## src/rtl/modexp_pkg.sv

```systemverilog
// Shared types and constants of the modular exponentiation block.
package modexp_pkg;

	localparam int WIDTH = 32;
	localparam int CNT_W = $clog2(WIDTH);

	typedef logic [WIDTH-1:0] word_t;
	typedef logic [CNT_W-1:0] cnt_t;

	// Configuration register indexes
	typedef enum logic [0:0] {
		REG_EXPONENT = 1'b0,
		REG_MODULUS  = 1'b1
	} reg_idx_t;

	// Sequencer states, one-hot
	typedef enum logic [4:0] {
		S_IDLE   = 5'b00001,
		S_REDUCE = 5'b00010,
		S_SQUARE = 5'b00100,
		S_MULT   = 5'b01000,
		S_DONE   = 5'b10000
	} state_t;

	// Request to the modular multiplier
	typedef struct packed {
		logic  start;
		word_t a;
		word_t b;
	} mm_req_t;

	// Response from the modular multiplier
	typedef struct packed {
		logic  done;
		word_t p;
	} mm_rsp_t;

endpackage

```

## src/rtl/modexp_in_if.sv

```systemverilog
// Input channel: one element and its last flag.
interface modexp_in_if;
	logic                 valid;
	logic                 ready;
	modexp_pkg::word_t    message_value;
	logic                 last_in;

	modport source (output valid, output message_value, output last_in, input ready);
	modport sink   (input valid, input message_value, input last_in, output ready);
endinterface

```

## src/rtl/modexp_out_if.sv

```systemverilog
// Output channel: one result and its last flag.
interface modexp_out_if;
	logic                 valid;
	logic                 ready;
	modexp_pkg::word_t    result_value;
	logic                 last_out;

	modport source (output valid, output result_value, output last_out, input ready);
	modport sink   (input valid, input result_value, input last_out, output ready);
endinterface

```

## src/rtl/modexp_mmul.sv

```systemverilog
// Bit-serial modular multiplier: one shift-and-add step per cycle.
module modexp_mmul (
	input  logic                clk,
	input  logic                arst_n,
	input  modexp_pkg::word_t   modulus,
	input  modexp_pkg::mm_req_t req,
	output modexp_pkg::mm_rsp_t rsp
);

	localparam int EXT = modexp_pkg::WIDTH + 2;

	logic              busy_q;
	logic              done_q;
	modexp_pkg::cnt_t  cnt_q;
	modexp_pkg::word_t r_q;
	modexp_pkg::word_t a_q;
	modexp_pkg::word_t b_q;

	logic [EXT-1:0]    m_ext;
	logic [EXT-1:0]    dbl;
	logic [EXT-1:0]    dbl_sub;
	modexp_pkg::word_t r_dbl;
	logic [EXT-1:0]    sum;
	logic [EXT-1:0]    sum_sub;
	modexp_pkg::word_t r_next;

	// Double the partial product, then add the multiplicand where the bit is set
	always_comb begin
		m_ext   = {2'b00, modulus};
		dbl     = {1'b0, r_q, 1'b0};
		dbl_sub = dbl - m_ext;
		r_dbl   = dbl_sub[EXT-1] ? dbl[modexp_pkg::WIDTH-1:0] : dbl_sub[modexp_pkg::WIDTH-1:0];
		sum     = {2'b00, r_dbl} + (b_q[modexp_pkg::WIDTH-1] ? {2'b00, a_q} : '0);
		sum_sub = sum - m_ext;
		r_next  = sum_sub[EXT-1] ? sum[modexp_pkg::WIDTH-1:0] : sum_sub[modexp_pkg::WIDTH-1:0];
	end

	// Control: count the multiplier bits
	always_ff @(posedge clk or negedge arst_n) begin
		if (!arst_n) begin
			busy_q <= 1'b0;
			done_q <= 1'b0;
			cnt_q  <= '0;
		end else begin
			done_q <= busy_q && (cnt_q == '0);
			if (req.start) begin
				busy_q <= 1'b1;
				cnt_q  <= modexp_pkg::cnt_t'(modexp_pkg::WIDTH - 1);
			end else if (busy_q) begin
				cnt_q <= cnt_q - 1'b1;
				if (cnt_q == '0) begin
					busy_q <= 1'b0;
				end
			end
		end
	end

	// Datapath: load operands, then advance one bit a cycle
	always_ff @(posedge clk) begin
		if (req.start) begin
			r_q <= '0;
			a_q <= req.a;
			b_q <= req.b;
		end else if (busy_q) begin
			r_q <= r_next;
			b_q <= {b_q[modexp_pkg::WIDTH-2:0], 1'b0};
		end
	end

	assign rsp.done = done_q;
	assign rsp.p    = r_q;

endmodule

```

## src/rtl/modular_exponentiation.sv

```systemverilog
// Top level of the modular exponentiation block.
//
// Each accepted element is raised to the exponent register modulo the modulus
// register by left-to-right square-and-multiply; the last flag travels with it.
// All arithmetic runs on one bit-serial modular multiplier. An element first
// gets reduced by the modulus (one pass of the multiplier), then each of the
// WIDTH exponent bits costs a squaring and, where the bit is set, a further
// multiplication. With an exponent of 0 or 1 the element itself is passed on
// unchanged as the result; with a larger exponent and a modulus of 0 or 1 the
// result is 0; neither case uses the multiplier. The input is not ready while
// an element is in progress; a finished result sits in an output register, so
// a new element may be taken while the result awaits transfer.
// Write the configuration only while the block is idle.
module modular_exponentiation (
	input  logic                  clk,
	input  logic                  arst_n,
	modexp_in_if.sink             msg,
	modexp_out_if.source          res,
	input  logic                  cfg_we,
	input  modexp_pkg::reg_idx_t  cfg_index,
	input  modexp_pkg::word_t     cfg_data
);

	modexp_pkg::state_t  state_q;
	modexp_pkg::word_t   exponent_q;
	modexp_pkg::word_t   modulus_q;
	modexp_pkg::word_t   msg_q;
	modexp_pkg::word_t   base_q;
	modexp_pkg::word_t   acc_q;
	logic                last_q;
	logic                go_q;
	modexp_pkg::cnt_t    ebit_q;
	logic                res_valid_q;
	modexp_pkg::word_t   res_value_q;
	logic                res_last_q;

	modexp_pkg::mm_req_t mm_req;
	modexp_pkg::mm_rsp_t mm_rsp;
	logic                in_xfer;
	logic                out_free;

	assign in_xfer  = msg.valid && msg.ready;
	assign out_free = !res_valid_q || res.ready;

	// Configuration registers
	always_ff @(posedge clk or negedge arst_n) begin
		if (!arst_n) begin
			exponent_q <= modexp_pkg::word_t'(1);
			modulus_q  <= modexp_pkg::word_t'(2);
		end else if (cfg_we) begin
			unique case (cfg_index)
				modexp_pkg::REG_EXPONENT: exponent_q <= cfg_data;
				modexp_pkg::REG_MODULUS:  modulus_q  <= cfg_data;
				default: ;
			endcase
		end
	end

	// Select multiplier operands for the current step
	always_comb begin
		mm_req.start = go_q;
		mm_req.a     = acc_q;
		mm_req.b     = acc_q;
		unique case (state_q)
			modexp_pkg::S_REDUCE: begin
				mm_req.a = modexp_pkg::word_t'(1);
				mm_req.b = msg_q;
			end
			modexp_pkg::S_MULT: begin
				mm_req.b = base_q;
			end
			default: ;
		endcase
	end

	modexp_mmul u_mmul (
		.clk     (clk),
		.arst_n  (arst_n),
		.modulus (modulus_q),
		.req     (mm_req),
		.rsp     (mm_rsp)
	);

	// Sequencer
	always_ff @(posedge clk or negedge arst_n) begin
		if (!arst_n) begin
			state_q <= modexp_pkg::S_IDLE;
			go_q    <= 1'b0;
			ebit_q  <= '0;
		end else begin
			go_q <= 1'b0;
			unique case (state_q)
				modexp_pkg::S_IDLE: begin
					if (in_xfer) begin
						if (exponent_q < modexp_pkg::word_t'(2) ||
						    modulus_q < modexp_pkg::word_t'(2)) begin
							state_q <= modexp_pkg::S_DONE;
						end else begin
							state_q <= modexp_pkg::S_REDUCE;
							go_q    <= 1'b1;
							ebit_q  <= modexp_pkg::cnt_t'(modexp_pkg::WIDTH - 1);
						end
					end
				end
				modexp_pkg::S_REDUCE: begin
					if (mm_rsp.done) begin
						state_q <= modexp_pkg::S_SQUARE;
						go_q    <= 1'b1;
					end
				end
				modexp_pkg::S_SQUARE: begin
					if (mm_rsp.done) begin
						if (exponent_q[ebit_q]) begin
							state_q <= modexp_pkg::S_MULT;
							go_q    <= 1'b1;
						end else if (ebit_q == '0) begin
							state_q <= modexp_pkg::S_DONE;
						end else begin
							ebit_q <= ebit_q - 1'b1;
							go_q   <= 1'b1;
						end
					end
				end
				modexp_pkg::S_MULT: begin
					if (mm_rsp.done) begin
						if (ebit_q == '0) begin
							state_q <= modexp_pkg::S_DONE;
						end else begin
							state_q <= modexp_pkg::S_SQUARE;
							ebit_q  <= ebit_q - 1'b1;
							go_q    <= 1'b1;
						end
					end
				end
				modexp_pkg::S_DONE: begin
					if (out_free) begin
						state_q <= modexp_pkg::S_IDLE;
					end
				end
				default: state_q <= modexp_pkg::S_IDLE;
			endcase
		end
	end

	// Working registers: element, reduced base and accumulator
	always_ff @(posedge clk) begin
		if (state_q == modexp_pkg::S_IDLE && in_xfer) begin
			msg_q  <= msg.message_value;
			last_q <= msg.last_in;
			if (exponent_q < modexp_pkg::word_t'(2)) begin
				acc_q <= msg.message_value;
			end else begin
				acc_q <= '0;
			end
		end else if (state_q == modexp_pkg::S_REDUCE && mm_rsp.done) begin
			base_q <= mm_rsp.p;
			acc_q  <= modexp_pkg::word_t'(1);
		end else if ((state_q == modexp_pkg::S_SQUARE || state_q == modexp_pkg::S_MULT) &&
		             mm_rsp.done) begin
			acc_q <= mm_rsp.p;
		end
	end

	// Output register: hold the result until its transfer
	always_ff @(posedge clk or negedge arst_n) begin
		if (!arst_n) begin
			res_valid_q <= 1'b0;
		end else if (state_q == modexp_pkg::S_DONE && out_free) begin
			res_valid_q <= 1'b1;
		end else if (res.ready) begin
			res_valid_q <= 1'b0;
		end
	end

	always_ff @(posedge clk) begin
		if (state_q == modexp_pkg::S_DONE && out_free) begin
			res_value_q <= acc_q;
			res_last_q  <= last_q;
		end
	end

	assign msg.ready        = (state_q == modexp_pkg::S_IDLE);
	assign res.valid        = res_valid_q;
	assign res.result_value = res_value_q;
	assign res.last_out     = res_last_q;

	// An accepted element always leaves the idle state
	a_accept_busy: assert property (@(posedge clk) disable iff (!arst_n)
		in_xfer |=> state_q != modexp_pkg::S_IDLE)
		else $error("sequencer stayed idle after an input transfer");

	// Products arrive only while a multiplication step is in progress
	a_done_in_step: assert property (@(posedge clk) disable iff (!arst_n)
		mm_rsp.done |-> (state_q == modexp_pkg::S_REDUCE ||
		                 state_q == modexp_pkg::S_SQUARE ||
		                 state_q == modexp_pkg::S_MULT))
		else $error("multiplier finished outside a multiplication step");

	// Every product is fully reduced
	a_product_reduced: assert property (@(posedge clk) disable iff (!arst_n)
		mm_rsp.done |-> mm_rsp.p < modulus_q)
		else $error("multiplier product not below modulus");

	// A finished element reaches a free output register at once
	a_done_to_output: assert property (@(posedge clk) disable iff (!arst_n)
		state_q == modexp_pkg::S_DONE && !res_valid_q |=> res_valid_q)
		else $error("finished result not loaded into the output register");

endmodule
```

## src/flat_wrapper.sv

```systemverilog
// flat-port wrapper written by rule: the top's interface ports become plain ports
module modular_exponentiation_flat 
  (clk, arst_n, cfg_we, cfg_index, cfg_data, msg_valid, msg_message_value, msg_last_in, msg_ready, res_valid, res_result_value, res_last_out, res_ready);
  modexp_in_if msg_i ();
  modexp_out_if res_i ();
  input  logic clk;
  input  logic arst_n;
  input  logic cfg_we;
  input  modexp_pkg::reg_idx_t cfg_index;
  input  modexp_pkg::word_t cfg_data;
  input wire logic [$bits(msg_i.valid)-1:0] msg_valid;
  input wire logic [$bits(msg_i.message_value)-1:0] msg_message_value;
  input wire logic [$bits(msg_i.last_in)-1:0] msg_last_in;
  output wire logic [$bits(msg_i.ready)-1:0] msg_ready;
  output wire logic [$bits(res_i.valid)-1:0] res_valid;
  output wire logic [$bits(res_i.result_value)-1:0] res_result_value;
  output wire logic [$bits(res_i.last_out)-1:0] res_last_out;
  input wire logic [$bits(res_i.ready)-1:0] res_ready;
  assign msg_i.valid = msg_valid;
  assign msg_i.message_value = msg_message_value;
  assign msg_i.last_in = msg_last_in;
  assign msg_ready = msg_i.ready;
  assign res_valid = res_i.valid;
  assign res_result_value = res_i.result_value;
  assign res_last_out = res_i.last_out;
  assign res_i.ready = res_ready;
  modular_exponentiation u_core (.clk(clk), .arst_n(arst_n), .msg(msg_i), .res(res_i), .cfg_we(cfg_we), .cfg_index(cfg_index), .cfg_data(cfg_data));
endmodule
```

## config.mk

```make
export PLATFORM = sky130hd
export DESIGN_NAME = modular_exponentiation_flat
export DESIGN_NICKNAME = d
export VERILOG_FILES = /design/src/rtl/modexp_pkg.sv /design/src/rtl/modexp_in_if.sv /design/src/rtl/modexp_out_if.sv /design/src/rtl/modexp_mmul.sv /design/src/rtl/modular_exponentiation.sv /design/src/flat_wrapper.sv
export SDC_FILE = /design/constraint.sdc
export NUM_CORES = 1
export LEC_CHECK = 0
export BUFFER_PORTS_ARGS = -buffer_cell sky130_fd_sc_hd__buf_4
export CORE_ASPECT_RATIO = 0.7
export CORE_MARGIN = 2
export CORE_UTILIZATION = 45
export DETAILED_ROUTE_END_ITERATION = 12
export GPL_TIMING_DRIVEN = 0
export PLACE_DENSITY_LB_ADDON = 0.08
export SLEW_MARGIN = 20
export SYNTH_ARGS = -nofsm -noshare
export SYNTH_HDL_FRONTEND = slang
export SYNTH_SLANG_ARGS = --single-unit
```

## constraint.sdc

```tcl
create_clock -name clk -period 14.65 [get_ports clk]
set_input_delay 0.7325 -clock clk [delete_from_list [all_inputs] [get_ports clk]]
set_output_delay 0.7325 -clock clk [all_outputs]
set_load 0.01 [all_outputs]
```

# ---- Word level (Yosys, flattened, before mapping)
# Cells that the tools add are included.
dict set report word_totals {
  ff_bits 309
  in_bits 71
  output_inout_bits 35
  word_cells 106
}
dict set report op_classes {
  n_addsub 5
  n_lt_le_gt_ge 3
  n_eq_ne 13
  n_mux 44
  bitwise 2
  n_reduce_logical 21
}
# op n
set op_table {}
lappend op_table {{two-way mux 32 bit} 9}
lappend op_table {{two-way mux 5 bit} 17}
lappend op_table {{subtractor 33 x 32 -> 34 bit} 2}
lappend op_table {{less-than comparator 32 x 2 -> 1 bit (second input constant)} 2}
lappend op_table {{one-hot mux 32 bit (2 select lines)} 1}
lappend op_table {{adder 32 x 32 -> 33 bit} 1}
lappend op_table {{one-hot mux 5 bit (5 select lines)} 1}
lappend op_table {{one-hot mux 5 bit (3 select lines)} 1}
lappend op_table {{two-way mux 1 bit} 13}
lappend op_table {{inequality test 2 bit (second input constant)} 6}
lappend op_table {{AND reduction 6 bit} 2}
lappend op_table {{logical NOT 5 bit} 2}
lappend op_table {{subtractor 5 x 1 -> 5 bit (second input constant)} 2}
lappend op_table {{logical AND 1 bit} 6}
lappend op_table {{less-than comparator 5 x 6 -> 1 bit (second input constant)} 1}
lappend op_table {{AND reduction 2 bit} 3}
lappend op_table {{nonzero test 3 bit} 2}
lappend op_table {{binary-select mux 1 bit (select 5 bit)} 1}
lappend op_table {{equality test 5 x 1 -> 1 bit (second input constant)} 1}
lappend op_table {{equality test 5 x 2 -> 1 bit (second input constant)} 1}
lappend op_table {{equality test 5 x 3 -> 1 bit (second input constant)} 1}
lappend op_table {{equality test 5 x 4 -> 1 bit (second input constant)} 1}
lappend op_table {{equality test 5 bit (second input constant)} 1}
lappend op_table {{one-hot mux 1 bit (4 select lines)} 1}
lappend op_table {{6 further kinds} 10}

# ---- Logic depth before layout (Yosys ltp)
dict set report depth {
  ltp_word 6
  ltp_mapped 35
  depth_no_buf 31
}

# ---- Modules after synthesis
# Synthesis repeated with hierarchy kept, for this count alone.
dict set report hier_totals {
  hier_cells 1685
  area_unflattened_um2 18326.3
}
# mod instances cells_each area_per_inst_um2 seq_area_each_um2
set modules_own_cells {}
lappend modules_own_cells {modexp_mmul 1 1082 9718.1 2737.6}
lappend modules_own_cells {modular_exponentiation 1 603 8608.3 5809.3}

# ---- Worst setup path after synthesis
# Ideal clock, no wire load.
dict set report synth_path {
  path_kind {register to register}
  start {register u_core.modulus_q[26]}
  end {register u_core.u_mmul.r_q[18]}
  setup_time_ns 0.091
  t_arrival_ns 6.766
  t_required_ns 14.559
  path_slack_ns 7.793
  stages_incl_launch_ff 35
  path_buffers 5
  period_less_slack_ns 6.857
  path_cell_list {dfrtp_1 > inv_1 > ha_1 > a21o_1 > a21o_1 > a21oi_1 > o21ai_0 > a211oi_1 > o21ai_1 > nor2_1 > clkbuf_1 > buf_1 > nand2_1 > o21ai_0 > ha_1 > nor2b_1 > o31a_1 > o21ai_1 > a21oi_1 > o21a_1 > o21a_1 > or3_1 > and2_1 > ha_1 > clkbuf_1 > a21o_1 > o2111ai_1 > and3_1 > o21a_1 > a311oi_4 > or3_1 > buf_6 > buf_4 > nand2_1 > a311oi_1}
}
dict set report synth_between {
  elab_chain_cells 5
}
# item line
set synth_lines {}
lappend synth_lines {{start: declaration} modular_exponentiation.sv:26} ;# modexp_pkg::word_t modulus_q;
lappend synth_lines {{start signal: assignment} modular_exponentiation.sv:49} ;# modulus_q <= modexp_pkg::word_t'(2);
lappend synth_lines {{start signal: assignment} modular_exponentiation.sv:53} ;# modexp_pkg::REG_MODULUS: modulus_q <= cfg_data;
lappend synth_lines {{subtractor 33 x 32 -> 34 bit} modexp_mmul.sv:31} ;# dbl_sub = dbl - m_ext;
lappend synth_lines {{two-way mux 32 bit} modexp_mmul.sv:32} ;# r_dbl = dbl_sub[EXT-1] ? dbl[modexp_pkg::WIDTH-1:0] : dbl_sub[modexp_pkg::WIDTH-1:0];
lappend synth_lines {{adder 32 x 32 -> 33 bit} modexp_mmul.sv:33} ;# sum = {2'b00, r_dbl} + (b_q[modexp_pkg::WIDTH-1] ? {2'b00, a_q} : '0);
lappend synth_lines {{subtractor 33 x 32 -> 34 bit} modexp_mmul.sv:34} ;# sum_sub = sum - m_ext;
lappend synth_lines {{two-way mux 32 bit (*)} modexp_mmul.sv:35} ;# r_next = sum_sub[EXT-1] ? sum[modexp_pkg::WIDTH-1:0] : sum_sub[modexp_pkg::WIDTH-1:0];
lappend synth_lines {{end signal: assignment} modexp_mmul.sv:65} ;# r_q <= r_next;
lappend synth_lines {{end: declaration} modexp_mmul.sv:15} ;# modexp_pkg::word_t r_q;
# Mark *: on every way between the ends. The rest lies on a longest branch, timed or not.
# A chain may end at the register's enable or synchronous reset.

# ---- Worst setup path in the final report
dict set report layout_path {
  start {register u_core.modulus_q[14]}
  end {register u_core.u_mmul.r_q[28]}
}
# The elaborated chain is that of the path after synthesis.

==> run_results.csv <==
group,metric,value,unit
synth,async_flop_share,0.269,
worst_setup_path,cp_top_family,"compound AO/OA/AOI/OAI gates",
synth,ys_top_cells_by_count,"edfxtp_1, nand2_1, nor2_1, a21oi_1, ha_1",
place,dp_cells,2343,
worst_setup_path,critPathKind,"reg -> reg",
grt,grt_pass1_vias,13300,
worst_setup_path,cpMaxStageDelayCell,"clkbuf_1",
timing,setup_viol,0,
synth,yosysWarnings,0,
drt,drcViolationCount,0,
grt,grt_max_degree,84,
clocking,cts_buffers,31,
clocking,post-cts-setup-buffers,0,
timing,max_slew_margin,0.106,
timing,hold_violations,0,
floorplanning,rows,60,
timing,finalSetupTns,0,ns
synth,synth_area,17700,um^2
drt,vias_per_cell,5.90,
drt,drtIter0Drc,1530,
timing,fin_crit,10.39,ns
place,port_buffers,105,
clocking,clkSlewWorstSetupHoldPaths,0.07,ns
synth,synthFlopType,"edfxtp_1",
clocking,clk_latency,0.58,ns
synth,synth_cell_type_count,77,
grt,grt_antenna_before_repair,1,
synth,synth.yosys.seq_area_share,0.482,
worst_setup_path,required,15.14,ns
clocking,clk_path_buf_depth,3,
layout,drive_gt1_frac,0.144,
run,cap_viol_max_count,0,
clocking,cts_resized,0,
place,gp_congestion,0.952,
clocking,hold_buffers,0,
place,dp_hpwl,42800,um
timing,period_share,0.709,
synth,synth_area_per_cell,10.4,um^2
clocking,cts_root_buffer,"clkbuf_16",
timing,skew,0.0164,ns
worst_setup_path,critPathMaxFanout,10,
floorplanning,die_w,241,um
drt,final_antenna_net_count,0,
synth,yosysTopAreaCell,"edfxtp_1",
synth,synth_edf_count,194,
clocking,cts_sinks,309,
floorplanning,die_h,170,um
status,status,"completed",
worst_setup_path,critPathMostFrequentCell,"o21ai_0",
floorplanning,io-pin-count,106,
floorplanning,dieArea,41100,um^2
timing,worst_pin_slew,1.32,ns
grt,track_usage,0.272,
floorplanning,start_util,0.459,
synth,synth_fp_nets,1877,
grt,gr-total-overflow,0,
worst_setup_path,worst_ep_arrival_time,10.89,ns
clocking,cts_max_level,1,
layout,synthToLayoutAreaGrowth,14.9,%
synth,ys_ff_latch,309,
hold_path,hold_path.class,"in -> async",
synth,synth_most_common_cell,"edfxtp_1",
floorplanning,coreArea,38700,um^2
worst_setup_path,cpPeakStageDelay,0.74,ns
timing,slew_violations,0,
grt,grt_pass1_wl,83100,um
timing,rsz0062_at_grt,"no",
drt,first_pass_iters,5,
layout,n_antenna_cell,0,
drt,wirelength,55200,um
synth,synth_cells,1705,
layout,layout.nets,2021,
synth,yosys-top-cells-area,"edfxtp_1, dfrtp_1, ha_1",
synth,yosysTopAreaCellShare,0.328,
drt,avgRoutedWirePerCell,23.0,um
timing,fmax,0.0962,GHz
layout,final_cells,2400,
clocking,tritoncts,"built",
worst_setup_path,critPathLaunchType,"flop",
drt,num_vias,14200,
worst_setup_path,endpoint_kind,"flop",
worst_setup_path,path_buf_inv,4,
-- layer usage --
| metal | wire length, um | global-route usage | vias up |
|---|---|---|---|
| met5 | 13 | 0 | - |
| met4 | 1100 | 0.0545 | 2 |
| met3 | 4070 | 0.0469 | 69 |
| met2 | 22300 | 0.379 | 492 |
| met1 | 27700 | 0.436 | 6964 |
| li1 | - | - | 6640 |
-- cells by family after synthesis --
family,after synthesis,share of synthesized area
adder cells (fa/ha/maj),101,0.0725
multiplexers,81,0.0575
AND/OR/NAND/NOR,541,0.148
buffers and inverters,136,0.0300
XOR/XNOR,71,0.0351
AO/OA/AOI/OAI,466,0.175
flip-flops,309,0.482
-- through the flow --
step                hold WS, ns  setup slack, ns  utilization  instance area [um^2]
global placement          0.403             4.67        0.496                 19200
global route              0.255             3.76        0.527                 20400
CTS                       0.305             4.68        0.527                 20400
floorplan                 0.400             7.79            -                 17700
finish                    0.172             4.26        0.527                 20400
detailed placement        0.412             4.71        0.500                 19300
-- worst paths after layout --
path	startpoint	end	slack, ns	cells after the start
worst max-delay path	u_core.modulus_q[14]$_DFFE_PN0P_	u_core.u_mmul.r_q[28]$_SDFFE_PP0P_	4.26	31
worst min-delay path	arst_n	u_core.u_mmul.cnt_q[0]$_DFFE_PN0P_	0.17	1
worst max register to register	u_core.modulus_q[14]$_DFFE_PN0P_	u_core.u_mmul.r_q[28]$_SDFFE_PP0P_	4.26	31
worst min register to register	u_core.last_q$_DFFE_PP_	u_core.res.last_out$_DFFE_PP_	0.43	0
max in group asynchronous	arst_n	u_core.exponent_q[7]$_DFFE_PN0P_	13.89	1
min in group clk	msg_last_in	u_core.last_q$_DFFE_PP_	0.33	1
-- state kept, by name, indices dropped and copies added (netlist names) --
signal                   count
u_core.res.last_out          1
u_core.state_q               5
u_core.base_q               32
u_core.u_mmul.r_q           32
u_core.modulus_q            32
u_core.ebit_q                5
u_core.msg_q                32
u_core.u_mmul.cnt_q          5
u_core.acc_q                32
u_core.last_q                1
u_core.res.result_value     32
u_core.exponent_q           32
u_core.res.valid             1
u_core.u_mmul.b_q           32
u_core.go_q                  1
u_core.u_mmul.done_q         1
u_core.u_mmul.a_q           32
u_core.u_mmul.busy_q         1
-- cells in the final DEF, fill, tap and decap left out, types with 15 or more instances in the layout --
| cell type | count |
|---|---|
| dfrtp_1 | 79 |
| or3_1 | 17 |
| a311oi_1 | 28 |
| inv_1 | 64 |
| xor2_1 | 27 |
| nand2_1 | 178 |
| and2_1 | 69 |
| a21oi_1 | 99 |
| nand2b_1 | 18 |
| nor4_1 | 18 |
| edfxtp_1 | 194 |
| dfxtp_1 | 32 |
| a22oi_1 | 33 |
| clkbuf_1 | 54 |
| mux2_2 | 67 |
| nor3_1 | 18 |
| a22o_1 | 31 |
| o21ai_0 | 93 |
| nor2b_1 | 15 |
| a31oi_1 | 45 |
| buf_4 | 106 |
| and3_1 | 17 |
| xnor2_1 | 44 |
| clkbuf_16 | 31 |
| nand3_1 | 32 |
| ha_1 | 98 |
| nor2_1 | 121 |
| a21o_1 | 41 |
-- layout make-up --
type / count / area (um^2)
flip-flops and latches: 309 / 8550
multi-input cells: 1260 / 8680
well taps: 527 / 659
plain buffers: 71 / 289
clock buffers: 35 / 791
clock inverters: 22 / 243
repair buffers: 111 / 927
inverters: 65 / 244
fillers: 3516 / 18300
Power is left out: the tool's default activity adds up to more than one toggle a clock period on the data nets, which glitch-free logic cannot reach.
